<file path="config.mk">
export PLATFORM = sky130hd
export DESIGN_NAME = prc_cordic
export DESIGN_NICKNAME = d
export VERILOG_FILES = /design/src/design/prc_pkg.sv /design/src/design/prc_cordic.sv
export SDC_FILE = /design/constraint.sdc
export NUM_CORES = 2
export LEC_CHECK = 0
export BUFFER_PORTS_ARGS = -buffer_cell sky130_fd_sc_hd__buf_4
export CORE_MARGIN = 2
export CORE_UTILIZATION = 36
export CTS_BUF_LIST = sky130_fd_sc_hd__clkbuf_8
export CTS_CLUSTER_DIAMETER = 150
export DETAILED_ROUTE_END_ITERATION = 10
export GPL_TIMING_DRIVEN = 0
export SYNTH_ARGS = -nofsm -noshare
export SYNTH_HDL_FRONTEND = slang
export SYNTH_SLANG_ARGS = --single-unit
</file>
<file path="constraint.sdc">
create_clock -name clock -period 7.5 [get_ports clock]
set_input_delay 1.5 -clock clock [delete_from_list [all_inputs] [get_ports clock]]
set_output_delay 1.5 -clock clock [all_outputs]
set_load 0.02 [all_outputs]
</file>
<file path="src/design/prc_pkg.sv">
// Shared types and constants for the pose regulation controller.
package prc_pkg;

   // Register indexes of the configuration port
   typedef enum logic [2:0] {
      CSR_GAIN_DISTANCE      = 3'd0,
      CSR_GAIN_BEARING       = 3'd1,
      CSR_GAIN_FINAL_HEADING = 3'd2,
      CSR_GOAL_X             = 3'd3,
      CSR_GOAL_Y             = 3'd4,
      CSR_GOAL_HEADING       = 3'd5,
      CSR_MAX_LINEAR         = 3'd6,
      CSR_MAX_ANGULAR        = 3'd7
   } csr_index_type;

   localparam int unsigned POS_W   = 24;
   localparam int unsigned HEAD_W  = 16;
   localparam int unsigned GAIN_W  = 16;
   localparam int unsigned LIM_W   = 23;
   localparam int unsigned CSR_IDX_W = 4;
   localparam int unsigned CSR_DAT_W = 24;

   // CORDIC datapath: dx*16 fits in 29 bits, growth below 1.65 adds one more
   localparam int unsigned CW = 32;

   localparam logic [29:0] INVK_Q30 = 30'd652032874;
   localparam logic [22:0] PI_Q21   = 23'd6588397;

   // atan(2^-i) as fraction of a full turn, 32 bits
   localparam logic [31:0] ATAN_TURN32 [24] = '{
      32'd536870912, 32'd316933406, 32'd167458907, 32'd85004756,
      32'd42667331,  32'd21354465,  32'd10680862,  32'd5340245,
      32'd2670163,   32'd1335087,   32'd667544,    32'd333772,
      32'd166886,    32'd83443,     32'd41722,     32'd20861,
      32'd10430,     32'd5215,      32'd2608,      32'd1304,
      32'd652,       32'd326,       32'd163,       32'd81
   };

   // Configuration registers as one bundle
   typedef struct packed {
      logic [GAIN_W-1:0] gain_distance;
      logic [GAIN_W-1:0] gain_bearing;
      logic [GAIN_W-1:0] gain_final_heading;
      logic [POS_W-1:0]  goal_x;
      logic [POS_W-1:0]  goal_y;
      logic [HEAD_W-1:0] goal_heading;
      logic [LIM_W-1:0]  max_linear;
      logic [LIM_W-1:0]  max_angular;
   } cfg_type;

endpackage

</file>
<file path="src/design/prc_cordic.sv">
// Pipelined vectoring CORDIC: magnitude (unscaled) and bearing of (dx, dy).
module prc_cordic import prc_pkg::*; #(
   parameter int unsigned ANGLE_BITS    = 16,
   parameter int unsigned CORDIC_STAGES = 16,
   parameter int unsigned SIDE_W        = 1
) (
   input  logic                  clock,
   input  logic                  reset,
   input  logic                  adv,
   input  logic                  in_valid,
   input  logic signed [CW-1:0]  in_x,
   input  logic signed [CW-1:0]  in_y,
   input  logic                  in_zero,
   input  logic [SIDE_W-1:0]     in_side,
   output logic                  out_valid,
   output logic signed [CW-1:0]  out_x,
   output logic [ANGLE_BITS-1:0] out_z,
   output logic                  out_zero,
   output logic [SIDE_W-1:0]     out_side
);

   localparam int unsigned N = CORDIC_STAGES + 1;

   logic                  v_ff    [N];
   logic signed [CW-1:0]  x_ff    [N];
   logic signed [CW-1:0]  y_ff    [N];
   logic [ANGLE_BITS-1:0] z_ff    [N];
   logic                  zero_ff [N];
   logic [SIDE_W-1:0]     side_ff [N];

   // Stage 0: fold into right half plane
   always_ff @(posedge clock) begin
      if (reset) begin
         v_ff[0] <= 1'b0;
      end else if (adv) begin
         v_ff[0] <= in_valid;
      end
   end

   always_ff @(posedge clock) begin
      if (adv) begin
         zero_ff[0] <= in_zero;
         side_ff[0] <= in_side;
         if (in_x < 0) begin
            x_ff[0] <= -in_x;
            y_ff[0] <= -in_y;
            z_ff[0] <= ANGLE_BITS'(1) << (ANGLE_BITS - 1);
         end else begin
            x_ff[0] <= in_x;
            y_ff[0] <= in_y;
            z_ff[0] <= '0;
         end
      end
   end

   // One micro-rotation per stage
   for (genvar i = 0; i < CORDIC_STAGES; i++) begin : g_stage
      localparam logic [32:0] ROUNDED =
         {1'b0, ATAN_TURN32[i]} + (33'd1 << (31 - ANGLE_BITS));
      localparam logic [ANGLE_BITS-1:0] A = ROUNDED[32-ANGLE_BITS +: ANGLE_BITS];
      logic signed [CW-1:0] xs, ys;
      assign xs = x_ff[i] >>> i;
      assign ys = y_ff[i] >>> i;

      always_ff @(posedge clock) begin
         if (reset) begin
            v_ff[i+1] <= 1'b0;
         end else if (adv) begin
            v_ff[i+1] <= v_ff[i];
         end
      end

      always_ff @(posedge clock) begin
         if (adv) begin
            zero_ff[i+1] <= zero_ff[i];
            side_ff[i+1] <= side_ff[i];
            if (!y_ff[i][CW-1]) begin
               x_ff[i+1] <= x_ff[i] + ys;
               y_ff[i+1] <= y_ff[i] - xs;
               z_ff[i+1] <= z_ff[i] + A;
            end else begin
               x_ff[i+1] <= x_ff[i] - ys;
               y_ff[i+1] <= y_ff[i] + xs;
               z_ff[i+1] <= z_ff[i] - A;
            end
         end
      end
   end

   assign out_valid = v_ff[N-1];
   assign out_x     = x_ff[N-1];
   assign out_z     = z_ff[N-1];
   assign out_zero  = zero_ff[N-1];
   assign out_side  = side_ff[N-1];

endmodule

</file>
==> metrics.txt <==
vias in the first global route 82900; kind of critical path input pin to flip-flop; worst path required time 8160 ps; Final #Nets 13500; Worst Setup SP adv; post-route ant nets 0; drt drc 0; sequential fraction of the synthesis area 35.1%; Initial DRC Count 6716; crit path DAT 7840 ps; P&R area growth vs syn 10.0%; Cell variety after synth 91; reg-to-reg critical path endpoint x_ff[13][30]; layout cell share with drive strength beyond 1 4.93%; H-Tree Depth 4; Max Root-Sink Buffers 4; root buf cell clkbuf_8; Worst-Margin Slew 1410 ps; die width 561 um; row count 204; Final HPWL DP 244000 um; final hold violation count 0; setup violators final 0; Worst setup EP type flip-flop; # clock sinks 1306; initial antenna violation count 12; first-pass GRT wire length 473000 um; total grt overflow 0; r2r startpoint y_ff[12][31]; crit-path max FO 36; Post-Syn Area per Cell 9.50 sq um; Worst-Skew Late Latency 1020 ps; EDFF count, synth 1306; max_slew headroom 5.68%; # IOs 121; DR pass1 iterations 5; Post-Synthesis Cells 11700; Primary FF master, synth edfxtp_1; CP Launch Type input pin; Final Critical Period 7180 ps; clk slew on worst S/H paths 60 ps; Starting Density 36.2%; Vias 88600; RSZ-0062 raised after global routing no; status completed; Max Fclk 0.139 GHz; Hold WS 411 ps; die height 561 um; wire per inst 18.6 um; Cell Area, Synth 112000 sq um; period utilization 95.8%; crit path to y_ff[9][28]; DRT Wirelength 305000 um; Final GP Congestion 0.924; Post-CTS Hold Buffers 0; Max Clock Skew 125 ps; Via density 5.40; r2r worst-path depth 17; Port Buf Inserts 119; TritonCTS Buffers 234; Worst Hold Class flip-flop to flip-flop; asr flop ratio synth 0%; Slew Viols, Final 0; core area 309000 sq um; largest net degree at the start of global routing 73; GR Util All Layers 18.7%; r2r setup slk 1150 ps; TritonCTS clock tree built; MaxCap Viol Count 0; #FFs+latches synth 1306; Syn. warnings 0; Synthesized Nets 13200; die area 315000 sq um
-- per-layer routing --
metal,global-route usage (%),share of wire (%),up-vias,routed length (um)
met5,0,0,-,0
met3,2.28,5.4,407,16400
met1,26.4,47,41800,143000
li1,-,-,44100,-
met2,30.3,45,2296,138000
met4,4.64,2.5,0,7650
-- worst max-delay path: stages --
cell and delay (ps):
buf_6 310, clkbuf_2 230, buf_12 210, clkbuf_2 510, nand2_1 140, clkbuf_1 370
clkdlybuf4s15_1 660, nand2_1 190, o21ai_0 300, fa_1 560, a211oi_1 320, o21bai_1 200
o311ai_2 470, a21oi_1 210, nor4_1 330, o21ai_0 220, a31o_2 320, a31o_2 270
a21o_1 180, a21oi_1 170, xnor2_1 80
-- registers in the layout, summed over array words and instances, names as in the netlist --
register  cells
side_ff      17
v_ff         17
x_ff        543
y_ff        497
z_ff        215
zero_ff      17
-- cell usage after synthesis, types with 176 or more instances --
master | count | area share (%)
a21o_1 | 513 | 3.5
a21oi_1 | 1101 | 4.9
clkbuf_1 | 209 | 0.70
edfxtp_1 | 1306 | 35
ha_1 | 1298 | 15
inv_1 | 532 | 1.8
nand2_1 | 764 | 2.6
nand2b_1 | 186 | 1.0
nor2_1 | 849 | 2.9
nor2b_1 | 176 | 0.99
nor3_1 | 262 | 1.2
o21ai_0 | 743 | 3.3
xnor2_1 | 1039 | 8.2
xor2_1 | 651 | 5.1
-- per-stage QoR --
| step | setup WS (ps) | TNS [ps] | instances | area, sq um | util, % |
|---|---|---|---|---|---|
| 2_1_floorplan | 1400 | 0 | 11700 | 112000 | - |
| 3_3_place_gp | -5000 | -2727780 | 16000 | 118000 | 38.1 |
| 3_5_place_dp | -1580 | -127230 | 16000 | 118000 | 38.3 |
| 4_1_cts | 22.2 | 0 | 16400 | 123000 | 39.8 |
| 5_1_grt | 9.13 | 0 | 16400 | 123000 | 39.8 |
| 6_report | 318 | 0 | 16400 | 123000 | 39.8 |
-- worst min-delay path by stage --
stage | from | endpoint | slack, ps | cells past startpoint
6_report | side_ff[0][8] | side_ff[0][9] | 410 | 0
5_1_grt | zero_ff[0][9] | zero_ff[0][10] | 420 | 0
4_1_cts | side_ff[0][8] | side_ff[0][9] | 410 | 0
3_5_place_dp | side_ff[0][12] | side_ff[0][13] | 400 | 0
3_3_place_gp | zero_ff[0][3] | zero_ff[0][4] | 400 | 0
2_1_floorplan | side_ff[0][9] | side_ff[0][10] | 400 | 0
-- final cells by class --
type / count / area [sq um]
diodes: 4 / 10.0
plain buffers: 241 / 1000
clock buffers: 237 / 3260
clock inverters: 179 / 1330
fillers: 30700 / 186000
inverters: 545 / 2050
multi-input cells: 9655 / 69500
flip-flops and latches: 1306 / 39200
well taps: 4120 / 5150
repair buffers: 137 / 1350
-- logic make-up (layout without fill, tap and decap cells) --
family / after synthesis / in the layout / share of synthesized area, %
muxes: 66 / 66 / 0.609
DFF: 1306 / 1306 / 35.1
other: 1 / 5 / 0.00336
adders and majority gates: 1340 / 1340 / 15.3
and+or+nand+nor: 3060 / 3060 / 13.3
buffers and inverters: 788 / 1339 / 2.67
xor gates and xnor gates: 1690 / 1690 / 13.3
AOI/OAI and AO/OA: 3498 / 3498 / 19.7
-- repair_timing --
item	4_1_cts	5_1_grt
setup buffers	0	0
endpoints found under the setup margin	22	18
resized for setup	5	10
-- cell usage in the layout, fill, tap and decap left out, types with 27 or more instances in the layout --
master	instances
a211oi_1	73
a21boi_0	71
a21o_1	513
a21oi_1	1101
a31o_2	30
a31oi_1	111
and2_1	77
and3_1	100
buf_4	120
clkbuf_1	187
clkbuf_8	237
clkinv_1	51
clkinv_2	47
edfxtp_1	1306
fa_1	42
ha_1	1298
inv_1	587
mux2i_1	51
nand2_1	763
nand2b_1	186
nand3_1	171
nand4_1	96
nor2_1	849
nor2b_1	176
nor3_1	262
nor4_1	92
o211ai_1	43
o21a_1	144
o21ai_0	742
o21bai_1	159
o31a_1	27
o31ai_1	162
o41ai_1	70
or2_2	43
or3_1	91
or4_1	62
xnor2_1	1039
xor2_1	650
Power is not shown: default switching activity piles up to over one toggle a cycle in this logic, so the estimate is an artifact.
